## src/hw/rtl/tls_pkg.sv

```systemverilog
`timescale 1ns / 1ps
// ----------------------------------------------------------------------------
// tls_pkg
// Shared types, character codes and the type-name matcher of the lexer.
// ----------------------------------------------------------------------------
package tls_pkg;

	typedef enum logic [2:0] {
		KIND_EOF    = 3'd0,
		KIND_SEP    = 3'd1,
		KIND_EQUALS = 3'd2,
		KIND_TYPE   = 3'd3,
		KIND_IDENT  = 3'd4,
		KIND_STRING = 3'd5,
		KIND_INT    = 3'd6
	} kind_t;

	// Progress toward u8 / u16 / u32
	typedef enum logic [2:0] {
		TM_EMPTY = 3'd0,
		TM_U     = 3'd1,
		TM_U1    = 3'd2,
		TM_U3    = 3'd3,
		TM_DONE  = 3'd4,
		TM_FAIL  = 3'd5
	} match_t;

	typedef struct packed {
		kind_t       kind;
		logic [15:0] start;
		logic [15:0] length;
	} token_t;

	// One queue entry: the one or two tokens that one item causes
	typedef struct packed {
		logic   two;
		logic   overflow;
		token_t tok0;
		token_t tok1;
	} entry_t;

	localparam int unsigned MAX_SOURCE_BYTES_DFLT = 65536;
	localparam int unsigned QUEUE_DEPTH = 4;
	localparam logic [15:0] LEN_LIMIT = 16'hFFFF;

	localparam logic [7:0] CH_TAB   = 8'h09;
	localparam logic [7:0] CH_LF    = 8'h0A;
	localparam logic [7:0] CH_CR    = 8'h0D;
	localparam logic [7:0] CH_SPACE = 8'h20;
	localparam logic [7:0] CH_QUOTE = 8'h22;
	localparam logic [7:0] CH_SEMI  = 8'h3B;
	localparam logic [7:0] CH_EQ    = 8'h3D;
	localparam logic [7:0] CH_ZERO  = 8'h30;
	localparam logic [7:0] CH_ONE   = 8'h31;
	localparam logic [7:0] CH_TWO   = 8'h32;
	localparam logic [7:0] CH_THREE = 8'h33;
	localparam logic [7:0] CH_SIX   = 8'h36;
	localparam logic [7:0] CH_EIGHT = 8'h38;
	localparam logic [7:0] CH_NINE  = 8'h39;
	localparam logic [7:0] CH_U     = 8'h75;

	function automatic match_t next_match(input match_t t, input logic [7:0] c);
		match_t r;
		r = TM_FAIL;
		case (t)
			TM_EMPTY: begin
				if (c == CH_U) r = TM_U;
			end
			TM_U: begin
				if (c == CH_EIGHT) r = TM_DONE;
				else if (c == CH_ONE) r = TM_U1;
				else if (c == CH_THREE) r = TM_U3;
			end
			TM_U1: begin
				if (c == CH_SIX) r = TM_DONE;
			end
			TM_U3: begin
				if (c == CH_TWO) r = TM_DONE;
			end
			default: begin
				r = TM_FAIL;
			end
		endcase
		return r;
	endfunction

endpackage

```

## src/hw/rtl/tls_if.sv

```systemverilog
`timescale 1ns / 1ps
// ----------------------------------------------------------------------------
// tls_if
// Valid/ready channels: source bytes in, tokens out.
// ----------------------------------------------------------------------------
interface tls_in_if;
	logic       valid;
	logic       ready;
	logic [7:0] ch;
	logic       at_end;

	modport source (output valid, ch, at_end, input ready);
	modport sink (input valid, ch, at_end, output ready);
endinterface

interface tls_out_if;
	logic        valid;
	logic        ready;
	logic [2:0]  token_kind;
	logic [15:0] text_start;
	logic [15:0] text_length;
	logic        overflow;
	logic        last;

	modport source (output valid, token_kind, text_start, text_length, overflow, last,
		input ready);
	modport sink (input valid, token_kind, text_start, text_length, overflow, last,
		output ready);
endinterface

```

## src/hw/rtl/tls_front.sv

```systemverilog
`timescale 1ns / 1ps
// ----------------------------------------------------------------------------
// tls_front
// Accept bytes, track literal and string state, emit token entries.
// ----------------------------------------------------------------------------
module tls_front #(
	parameter int unsigned MAX_SOURCE_BYTES = tls_pkg::MAX_SOURCE_BYTES_DFLT
) (
	input  logic            clk,
	input  logic            arst_n,
	tls_in_if.sink          chars,
	input  logic            q_full,
	output logic            push,
	output tls_pkg::entry_t push_entry
);

	localparam int unsigned PosCap = (MAX_SOURCE_BYTES > 65536) ? 65536 : MAX_SOURCE_BYTES;
	localparam logic [15:0] PosLimit = 16'(PosCap - 1);

	logic             in_quotes_q, in_quotes_d;
	logic [15:0]      source_pos_q, source_pos_d;
	logic [15:0]      pend_start_q, pend_start_d;
	logic [15:0]      pend_len_q, pend_len_d;
	logic             all_digit_q, all_digit_d;
	tls_pkg::match_t  match_q, match_d;
	logic             ovf_q, ovf_d;

	logic             acc;
	logic             ovf_b;
	logic [15:0]      pos_b;
	logic             has_flush, has_second;
	tls_pkg::token_t  flush_tok, second_tok;
	logic             tok_ovf;
	logic [15:0]      app_start, app_len;
	logic             app_ovf, app_digit;
	tls_pkg::match_t  app_match;
	logic             is_ws;

	assign chars.ready = !q_full;
	assign acc = chars.valid && chars.ready;

	always_comb begin
		// position advance, saturating at the last position
		ovf_b = ovf_q || (source_pos_q == PosLimit);
		pos_b = (source_pos_q == PosLimit) ? source_pos_q : source_pos_q + 16'd1;

		// pending literal as a token
		flush_tok.start  = pend_start_q;
		flush_tok.length = pend_len_q;
		if (match_q == tls_pkg::TM_DONE) flush_tok.kind = tls_pkg::KIND_TYPE;
		else if (all_digit_q) flush_tok.kind = tls_pkg::KIND_INT;
		else flush_tok.kind = tls_pkg::KIND_IDENT;

		// append current byte to the pending text
		app_start = (pend_len_q == 16'd0) ? source_pos_q : pend_start_q;
		app_len   = (pend_len_q == tls_pkg::LEN_LIMIT) ? pend_len_q : pend_len_q + 16'd1;
		app_ovf   = ovf_b || (pend_len_q == tls_pkg::LEN_LIMIT);
		app_digit = all_digit_q && (chars.ch >= tls_pkg::CH_ZERO)
			&& (chars.ch <= tls_pkg::CH_NINE);
		app_match = tls_pkg::next_match(match_q, chars.ch);

		is_ws = chars.ch inside {tls_pkg::CH_SPACE, tls_pkg::CH_TAB, tls_pkg::CH_LF,
			tls_pkg::CH_CR};

		has_flush  = 1'b0;
		has_second = 1'b0;
		second_tok = '{kind: tls_pkg::KIND_EOF, start: source_pos_q, length: 16'd0};
		tok_ovf    = ovf_b;

		in_quotes_d  = in_quotes_q;
		source_pos_d = pos_b;
		pend_start_d = pend_start_q;
		pend_len_d   = pend_len_q;
		all_digit_d  = all_digit_q;
		match_d      = match_q;
		ovf_d        = ovf_b;

		if (chars.at_end) begin
			// flush, then EOF; all state back to reset
			has_flush    = (pend_len_q != 16'd0);
			has_second   = 1'b1;
			tok_ovf      = ovf_q;
			in_quotes_d  = 1'b0;
			source_pos_d = '0;
			pend_start_d = '0;
			pend_len_d   = '0;
			all_digit_d  = 1'b1;
			match_d      = tls_pkg::TM_EMPTY;
			ovf_d        = 1'b0;
		end else if (in_quotes_q && chars.ch == tls_pkg::CH_QUOTE) begin
			has_second        = 1'b1;
			second_tok.kind   = tls_pkg::KIND_STRING;
			second_tok.start  = (pend_len_q != 16'd0) ? pend_start_q : source_pos_q;
			second_tok.length = pend_len_q;
			in_quotes_d  = 1'b0;
			pend_start_d = '0;
			pend_len_d   = '0;
			all_digit_d  = 1'b1;
			match_d      = tls_pkg::TM_EMPTY;
		end else if (in_quotes_q || !(is_ws || chars.ch == tls_pkg::CH_SEMI
				|| chars.ch == tls_pkg::CH_EQ || chars.ch == tls_pkg::CH_QUOTE)) begin
			pend_start_d = app_start;
			pend_len_d   = app_len;
			all_digit_d  = app_digit;
			match_d      = app_match;
			ovf_d        = app_ovf;
		end else begin
			// delimiter outside a string: close the literal
			has_flush    = (pend_len_q != 16'd0);
			pend_start_d = '0;
			pend_len_d   = '0;
			all_digit_d  = 1'b1;
			match_d      = tls_pkg::TM_EMPTY;
			if (chars.ch == tls_pkg::CH_SEMI || chars.ch == tls_pkg::CH_EQ) begin
				has_second        = 1'b1;
				second_tok.kind   = (chars.ch == tls_pkg::CH_SEMI) ? tls_pkg::KIND_SEP
					: tls_pkg::KIND_EQUALS;
				second_tok.start  = source_pos_q;
				second_tok.length = 16'd1;
			end else if (chars.ch == tls_pkg::CH_QUOTE) begin
				in_quotes_d = 1'b1;
			end
		end

		push_entry.two      = has_flush && has_second;
		push_entry.overflow = tok_ovf;
		push_entry.tok0     = has_flush ? flush_tok : second_tok;
		push_entry.tok1     = second_tok;
		push = acc && (has_flush || has_second);
	end

	always_ff @(posedge clk or negedge arst_n) begin
		if (!arst_n) begin
			in_quotes_q  <= 1'b0;
			source_pos_q <= '0;
			pend_start_q <= '0;
			pend_len_q   <= '0;
			all_digit_q  <= 1'b1;
			match_q      <= tls_pkg::TM_EMPTY;
			ovf_q        <= 1'b0;
		end else if (acc) begin
			in_quotes_q  <= in_quotes_d;
			source_pos_q <= source_pos_d;
			pend_start_q <= pend_start_d;
			pend_len_q   <= pend_len_d;
			all_digit_q  <= all_digit_d;
			match_q      <= match_d;
			ovf_q        <= ovf_d;
		end
	end

`ifndef SYNTHESIS
	a_end_clears: assert property (@(posedge clk) disable iff (!arst_n)
		(acc && chars.at_end) |=> (source_pos_q == 16'd0 && !in_quotes_q && !ovf_q))
		else $error("state not cleared after end mark");
	a_empty_pending: assert property (@(posedge clk) disable iff (!arst_n)
		(pend_len_q == 16'd0) |-> (match_q == tls_pkg::TM_EMPTY && all_digit_q))
		else $error("classifier state without pending text");
	a_pos_in_range: assert property (@(posedge clk) disable iff (!arst_n)
		source_pos_q <= PosLimit)
		else $error("source position beyond limit");
`endif

endmodule

```

## src/hw/rtl/tls_queue.sv

```systemverilog
`timescale 1ns / 1ps
// ----------------------------------------------------------------------------
// tls_queue
// Short FIFO of token entries between front and back.
// ----------------------------------------------------------------------------
module tls_queue (
	input  logic            clk,
	input  logic            arst_n,
	input  logic            push,
	input  tls_pkg::entry_t push_entry,
	output logic            full,
	output logic            head_valid,
	output tls_pkg::entry_t head,
	input  logic            pop
);

	localparam int unsigned Depth = tls_pkg::QUEUE_DEPTH;
	localparam int unsigned PtrW = $clog2(Depth);

	tls_pkg::entry_t mem_q [Depth];
	logic [PtrW-1:0] wr_ptr_q, rd_ptr_q;
	logic [PtrW:0]   count_q;

	assign full       = (count_q == (PtrW + 1)'(Depth));
	assign head_valid = (count_q != '0);
	assign head       = mem_q[rd_ptr_q];

	always_ff @(posedge clk) begin
		if (push) mem_q[wr_ptr_q] <= push_entry;
	end

	always_ff @(posedge clk or negedge arst_n) begin
		if (!arst_n) begin
			wr_ptr_q <= '0;
			rd_ptr_q <= '0;
			count_q  <= '0;
		end else begin
			if (push) wr_ptr_q <= wr_ptr_q + 1'b1;
			if (pop) rd_ptr_q <= rd_ptr_q + 1'b1;
			if (push && !pop) count_q <= count_q + 1'b1;
			else if (pop && !push) count_q <= count_q - 1'b1;
		end
	end

`ifndef SYNTHESIS
	a_no_overrun: assert property (@(posedge clk) disable iff (!arst_n)
		push |-> !full)
		else $error("push into full queue");
	a_no_underrun: assert property (@(posedge clk) disable iff (!arst_n)
		pop |-> head_valid)
		else $error("pop from empty queue");
`endif

endmodule

```

## src/hw/rtl/tls_back.sv

```systemverilog
`timescale 1ns / 1ps
// ----------------------------------------------------------------------------
// tls_back
// Unpack entries into single tokens and drive the output register.
// ----------------------------------------------------------------------------
module tls_back (
	input  logic            clk,
	input  logic            arst_n,
	input  logic            head_valid,
	input  tls_pkg::entry_t head,
	output logic            pop,
	tls_out_if.source       tokens
);

	logic            sel_q;
	logic            out_valid_q;
	tls_pkg::token_t out_tok_q;
	logic            out_ovf_q;
	logic            out_last_q;

	logic            load;
	logic            is_last;
	tls_pkg::token_t cur_tok;

	assign load    = !out_valid_q || tokens.ready;
	assign is_last = !head.two || sel_q;
	assign cur_tok = sel_q ? head.tok1 : head.tok0;
	assign pop     = load && head_valid && is_last;

	assign tokens.valid       = out_valid_q;
	assign tokens.token_kind  = out_tok_q.kind;
	assign tokens.text_start  = out_tok_q.start;
	assign tokens.text_length = out_tok_q.length;
	assign tokens.overflow    = out_ovf_q;
	assign tokens.last        = out_last_q;

	always_ff @(posedge clk or negedge arst_n) begin
		if (!arst_n) begin
			sel_q       <= 1'b0;
			out_valid_q <= 1'b0;
		end else if (load) begin
			out_valid_q <= head_valid;
			if (head_valid) sel_q <= !is_last;
		end
	end

	// payload: no reset
	always_ff @(posedge clk) begin
		if (load && head_valid) begin
			out_tok_q  <= cur_tok;
			out_ovf_q  <= head.overflow;
			out_last_q <= is_last;
		end
	end

`ifndef SYNTHESIS
	a_second_has_head: assert property (@(posedge clk) disable iff (!arst_n)
		sel_q |-> (head_valid && head.two))
		else $error("second token pending without a two-token head");
	a_second_after_first: assert property (@(posedge clk) disable iff (!arst_n)
		$rose(sel_q) |-> (out_valid_q && !out_last_q))
		else $error("second token selected before the first was shown");
`endif

endmodule

```

## src/hw/rtl/token_lexer_step_top.sv

```systemverilog
`timescale 1ns / 1ps
// ----------------------------------------------------------------------------
// token_lexer_step_top
// Byte-serial lexer: source bytes in, tokens (kind, position, length) out.
// ----------------------------------------------------------------------------
// Usage:
//   chars  : one source byte per item (ch), or an end mark (at_end = 1).
//   tokens : zero, one or two token items per input item; last marks the
//            final token caused by an input item.
// Path: a token reaches tokens through the queue write and then the output
//   register once the item that causes it is accepted.
// Throughput: one input item per cycle while the queue is not full. An item
//   that causes two tokens (literal followed by SEP, EQUALS or EOF) holds the
//   output register for both of its tokens; the four-entry queue absorbs such
//   bursts, so the byte side stalls only when several of them come close together.
// Reset (arst_n low): lexer state clears to position 0, nothing pending,
//   outside a string, overflow cleared; queue and output register empty.
// Receiver stall: the output register holds its token while ready is low;
//   the queue fills, and chars.ready drops once the queue is full.
// The end mark flushes any pending text, emits EOF and clears all state.
// ----------------------------------------------------------------------------
module token_lexer_step_top #(
	parameter int unsigned MAX_SOURCE_BYTES = tls_pkg::MAX_SOURCE_BYTES_DFLT
) (
	input  logic      clk,
	input  logic      arst_n,
	tls_in_if.sink    chars,
	tls_out_if.source tokens
);

	// front -> queue
	logic            push;
	tls_pkg::entry_t push_entry;
	logic            q_full;

	// queue -> back
	logic            head_valid;
	tls_pkg::entry_t head;
	logic            pop;

	// Classify bytes and keep the lexer state; one entry per token-causing item
	tls_front #(
		.MAX_SOURCE_BYTES(MAX_SOURCE_BYTES)
	) u_front (
		.clk       (clk),
		.arst_n    (arst_n),
		.chars     (chars),
		.q_full    (q_full),
		.push      (push),
		.push_entry(push_entry)
	);

	// Decouple the byte side from the token side
	tls_queue u_queue (
		.clk       (clk),
		.arst_n    (arst_n),
		.push      (push),
		.push_entry(push_entry),
		.full      (q_full),
		.head_valid(head_valid),
		.head      (head),
		.pop       (pop)
	);

	// Split entries into tokens and hold them for the receiver
	tls_back u_back (
		.clk       (clk),
		.arst_n    (arst_n),
		.head_valid(head_valid),
		.head      (head),
		.pop       (pop),
		.tokens    (tokens)
	);

endmodule
```

## src/flat_wrapper.sv

```systemverilog
// flat-port wrapper written by rule: the top's interface ports become plain ports
module token_lexer_step_top_flat 
#(
	parameter int unsigned MAX_SOURCE_BYTES = tls_pkg::MAX_SOURCE_BYTES_DFLT
)
  (clk, arst_n, chars_valid, chars_ch, chars_at_end, chars_ready, tokens_valid, tokens_token_kind, tokens_text_start, tokens_text_length, tokens_overflow, tokens_last, tokens_ready);
  tls_in_if chars_i ();
  tls_out_if tokens_i ();
  input  logic clk;
  input  logic arst_n;
  input wire logic [$bits(chars_i.valid)-1:0] chars_valid;
  input wire logic [$bits(chars_i.ch)-1:0] chars_ch;
  input wire logic [$bits(chars_i.at_end)-1:0] chars_at_end;
  output wire logic [$bits(chars_i.ready)-1:0] chars_ready;
  output wire logic [$bits(tokens_i.valid)-1:0] tokens_valid;
  output wire logic [$bits(tokens_i.token_kind)-1:0] tokens_token_kind;
  output wire logic [$bits(tokens_i.text_start)-1:0] tokens_text_start;
  output wire logic [$bits(tokens_i.text_length)-1:0] tokens_text_length;
  output wire logic [$bits(tokens_i.overflow)-1:0] tokens_overflow;
  output wire logic [$bits(tokens_i.last)-1:0] tokens_last;
  input wire logic [$bits(tokens_i.ready)-1:0] tokens_ready;
  assign chars_i.valid = chars_valid;
  assign chars_i.ch = chars_ch;
  assign chars_i.at_end = chars_at_end;
  assign chars_ready = chars_i.ready;
  assign tokens_valid = tokens_i.valid;
  assign tokens_token_kind = tokens_i.token_kind;
  assign tokens_text_start = tokens_i.text_start;
  assign tokens_text_length = tokens_i.text_length;
  assign tokens_overflow = tokens_i.overflow;
  assign tokens_last = tokens_i.last;
  assign tokens_i.ready = tokens_ready;
  token_lexer_step_top #(.MAX_SOURCE_BYTES(MAX_SOURCE_BYTES)) u_core (.clk(clk), .arst_n(arst_n), .chars(chars_i), .tokens(tokens_i));
endmodule
```

## config.mk

```make
export PLATFORM = sky130hd
export DESIGN_NAME = token_lexer_step_top_flat
export DESIGN_NICKNAME = d
export VERILOG_FILES = /design/src/hw/rtl/tls_pkg.sv /design/src/hw/rtl/tls_if.sv /design/src/hw/rtl/tls_front.sv /design/src/hw/rtl/tls_queue.sv /design/src/hw/rtl/tls_back.sv /design/src/hw/rtl/token_lexer_step_top.sv /design/src/flat_wrapper.sv
export SDC_FILE = /design/constraint.sdc
export NUM_CORES = 1
export LEC_CHECK = 0
export BUFFER_PORTS_ARGS = -buffer_cell sky130_fd_sc_hd__clkbuf_2
export CELL_PAD_IN_SITES_DETAIL_PLACEMENT = 0
export CELL_PAD_IN_SITES_GLOBAL_PLACEMENT = 2
export CORE_ASPECT_RATIO = 1.2
export CORE_MARGIN = 4
export CORE_UTILIZATION = 50
export CTS_CLUSTER_SIZE = 10
export DETAILED_ROUTE_END_ITERATION = 8
export PLACE_DENSITY = 0.9
export SLEW_MARGIN = 20
export SYNTH_ARGS = -nofsm -noshare
export SYNTH_HDL_FRONTEND = slang
export SYNTH_HIERARCHICAL = 1
export SYNTH_SLANG_ARGS = --single-unit
```

## constraint.sdc

```tcl
create_clock -name clk -period 10.57 [get_ports clk]
set_input_delay 1.5855 -clock clk [delete_from_list [all_inputs] [get_ports clk]]
set_output_delay 1.5855 -clock clk [all_outputs]
set_load 0.005 [all_outputs]
```

==> impl_results.md <==
- Synthesized area per cell: 17.31 um2
- I/O pins: 52
- Reg2reg end: u_core/u_queue/mem_q[3][27]$_DFFE_PP_
- Crit Path Category: input pin to register
- Pint: 0.003407 W
- HPWL Detailed: 18.13 mm
- H-Tree Depth: 2
- DP Cell Count: 1370
- Final global-route overflow total: 0
- Crit path required time: 10.72 ns
- Fmax: 215.3 MHz
- Antenna viol nets, final: 0
- CP Capture Type: register
- Routed WL: 31.67 mm
- FFs w/ async S/R, synth: 16.24%
- Worst EP arrival: 4.79 ns
- Clock share of power: 28.8%
- Synth Warn #: 6
- DR iter-0 viols: 700
- Clk_skew: 0.01881 ns
- TNS Setup: 0 ns
- Cell variety after synth: 71
- Post-Synthesis Cell Area: 16480 um2
- Share of power burned in registers: 46.1%
- Post-synthesis compound-gate area fraction: 4.025%
- Global Route Usage Sum: 18.06%
- Xor/xnor cell area share of the yosys netlist: 0.5316%
- PortBufs: 51
- Root buffer cell: clkbuf_16
- Post-CTS setup buffers: 0
- Clock Tree Buf Depth: 3
- Min Hold Slack: 0.4860 ns
- DRC viols: 0
- Largest net degree at the start of global routing: 73
- Vias in the first global route: 8743
- Post-Synth Simple-Gate Area: 7.275%
- Fin. Hold Viols: 0
- Comb pwr share: 25.1%
- Die area: 35930 um2
- Tmin final: 4.645 ns
- Worst path bufs/invs: 3
- Starting density of the core: 50.95%
- NumNets Final: 1033
- Fin crit share: 43.94%
- Final setup fails: 0
- Reg clk slew, reported paths: 0.05 ns
- Num rows: 72
- Max cap viols: 0
- P_sw: 0.001273 W
- Power Total: 0.004680 W
- Reg2Reg Setup Slack: 6.73 ns
- Critical path cell sequence: clkbuf_2, nor3_1, nand4_2, or2_1, inv_4, nor2_2, a21oi_1, and2_4, buf_4
- Slew @ Worst Pin: 1.091 ns
- M1 GR Usage: 25.68%
- Crit path from: chars_ch[4]
- Syn Nets: 974
- Post-synth top flop: edfxtp_1
- Post-Synth Adder-Cell Area: 0.7290%
- Crit path to: u_core/u_queue/mem_q[3][27]$_DFFE_PP_
- Top-area cell type share of the netlist area: 59.23%
- Total iterations of the first detailed-routing run: 4
- Via density: 5.835
- RSZ-0062 raised after global routing: no
- Critical-path top delay cell: buf_4
- Ratio of cells with drive above 1 in the final layout: 26.70%
- Net Sw Frac: 27.20%
- Number of diodes: 0
- Met3 GRT Util: 3.078%
- EDFF count, synth: 325
- Crit path depth: 9
- LEAKAGE: 6.553 nW
- DIE HEIGHT: 206.9 um
- Initial antenna violation count: 0
- P&R area growth vs syn: 11.00%
- Met2 Track Usage GR: 29.53%
- Top delay family on crit path: simple AND/OR/NAND/NOR gates
- Status: complete, no violations
- CTS Sinks: 388
- Post-synth top cells: 325 x edfxtp_1, 72 x mux4_2, 66 x nand2_1, 62 x dfrtp_1, 40 x nor2_1
- Core Footprint: 32340 um2
- Dpl cell area: 16970 um2
- Die Span X: 173.7 um
- Peak supply drop: 0.1145 mV
- WL per Instance: 21.81 um
- TritonCTS Buffers: 44
- Layer with the highest usage: met2
- Largest family of logic cells by synthesized area: multiplexers
- Power Dens Cells: 255.9 nW/um2
- Final Cell Area: 18290 um2
- Post-Layout Cell Count: 1452
- Clock Latency Late Sink: 0.54 ns
- Register area share after synthesis: 68.81%
- # hold bufs at CTS: 0
- #FFs+latches synth: 388
- Post-synthesis mux area share: 15.95%
- CTS tree: yes
- CP peak stage delay: 0.77 ns
- First-pass GRT wire length: 50.45 mm
- Top cells by area, synth: edfxtp_1 59%, mux4_2 9.8%, dfrtp_1 9.4%
- Startpoint Class: input pin
- DR vias: 8472
- # resized after CTS: 0
- CP max FO: 72
- GPL Wtd Cong: 0.8323
- Slew Limit Fails: 0
- Post-Syn Instances: 952
- R2R depth: 8
- Slew HR: 27.25%
- Hold crit path type: register to register
- Top-count cell post-synth: edfxtp_1
- Reg2Reg Launch Point: u_core/u_front/in_quotes_q$_DFFE_PN0P_
- Post-synth top area cell: edfxtp_1
sequential cells by signal, indices dropped and copies added (netlist names), 2 cells and up:
signal,count
u_core/u_queue/wr_ptr_q,2
u_core/u_front/pend_len_q,16
u_core/u_front/source_pos_q,16
u_core/u_queue/count_q,3
u_core/u_queue/mem_q,288
u_core/u_back/tokens.text_length,16
u_core/u_back/tokens.text_start,16
u_core/u_back/tokens.token_kind,3
u_core/u_front/pend_start_q,16
u_core/u_queue/rd_ptr_q,2
u_core/u_front/match_q,3
how the worst min path moves through the flow:
stage                                          startpoint  slack (ns)                                     to  cells after the start
CTS                 u_core/u_queue/count_q[2]$_DFFE_PN0P_        0.49  u_core/u_queue/count_q[2]$_DFFE_PN0P_                      1
floorplan                u_core/u_front/ovf_q$_DFFE_PN0P_        0.45       u_core/u_front/ovf_q$_DFFE_PN0P_                      2
detailed placement  u_core/u_queue/count_q[2]$_DFFE_PN0P_        0.47  u_core/u_queue/count_q[2]$_DFFE_PN0P_                      1
finish              u_core/u_queue/count_q[2]$_DFFE_PN0P_        0.49  u_core/u_queue/count_q[2]$_DFFE_PN0P_                      1
global placement         u_core/u_front/ovf_q$_DFFE_PN0P_        0.47       u_core/u_front/ovf_q$_DFFE_PN0P_                      2
global route             u_core/u_front/ovf_q$_DFFE_PN0P_        0.52       u_core/u_front/ovf_q$_DFFE_PN0P_                      2
placed cells by master (no fill, tap or decap), drive strengths merged, types with 5 or more instances in the layout:
cell type,count
xor2,7
nand4,7
nor2b,13
or3,7
dfrtp,62
mux2i,6
mux2,71
edfxtp,325
inv,18
and3,11
nor3,12
o21ai,30
nand2b,8
nor3b,5
nor4,9
ha,8
a21oi,33
a31oi,7
buf,14
and2,19
clkbuf,127
nor2,42
mux4,72
nand3,14
nand2,66
per-layer routing:
| metal | part of all wire, % | vias up |
|---|---|---|
| li1 | - | 3843 |
| met1 | 44 | 4352 |
| met2 | 48 | 233 |
| met3 | 5.4 | 44 |
| met4 | 2.0 | 0 |
| met5 | 0 | - |
worst reg2reg max path, cell delays in order, from the launching register on:
cell     delay, ns
dfrtp_1       0.48
nor3b_2       0.23
nand4_2       0.21
or2_1         0.44
inv_4         0.24
nor2_2        0.19
a21oi_1       0.54
and2_4        0.23
buf_4         0.77
kinds of logic after synthesis:
kind of cell,count (synthesis)
mux,149
buf+inv,68
flops,388
simple gates,225
compound gates,103
fa+ha+maj,9
xor+xnor,10
layout make-up:
cell class / count / area (um2)
Fill cell: 2419 / 14050
Sequential cell: 388 / 11340
Multi-Input combinational cell: 496 / 4710
Clock buffer: 77 / 1246
Tap cell: 407 / 509.2
Timing Repair Buffer: 64 / 392.9
Inverter: 17 / 66.31
Clock inverter: 3 / 21.27
through the flow:
stage                     util, %  worst slack, ns
after CTS                   56.38            5.933
final                       56.55            5.925
after global routing        56.55            5.643
after global placement      52.46            5.452
after floorplan                 -            5.165
after detailed placement    52.46            5.354
power by group through the flow:
stage	Clock (W)	Combinational (W)	Sequential, W
floorplan	0	0.000935	0.00214
global route	0.00145	0.00128	0.00219
CTS	0.00138	0.00119	0.00217
global placement	0	0.00117	0.00218
finish	0.00135	0.00117	0.00216
detailed placement	0	0.00118	0.00219
Note: power is estimated with default switching activity, not from simulation.
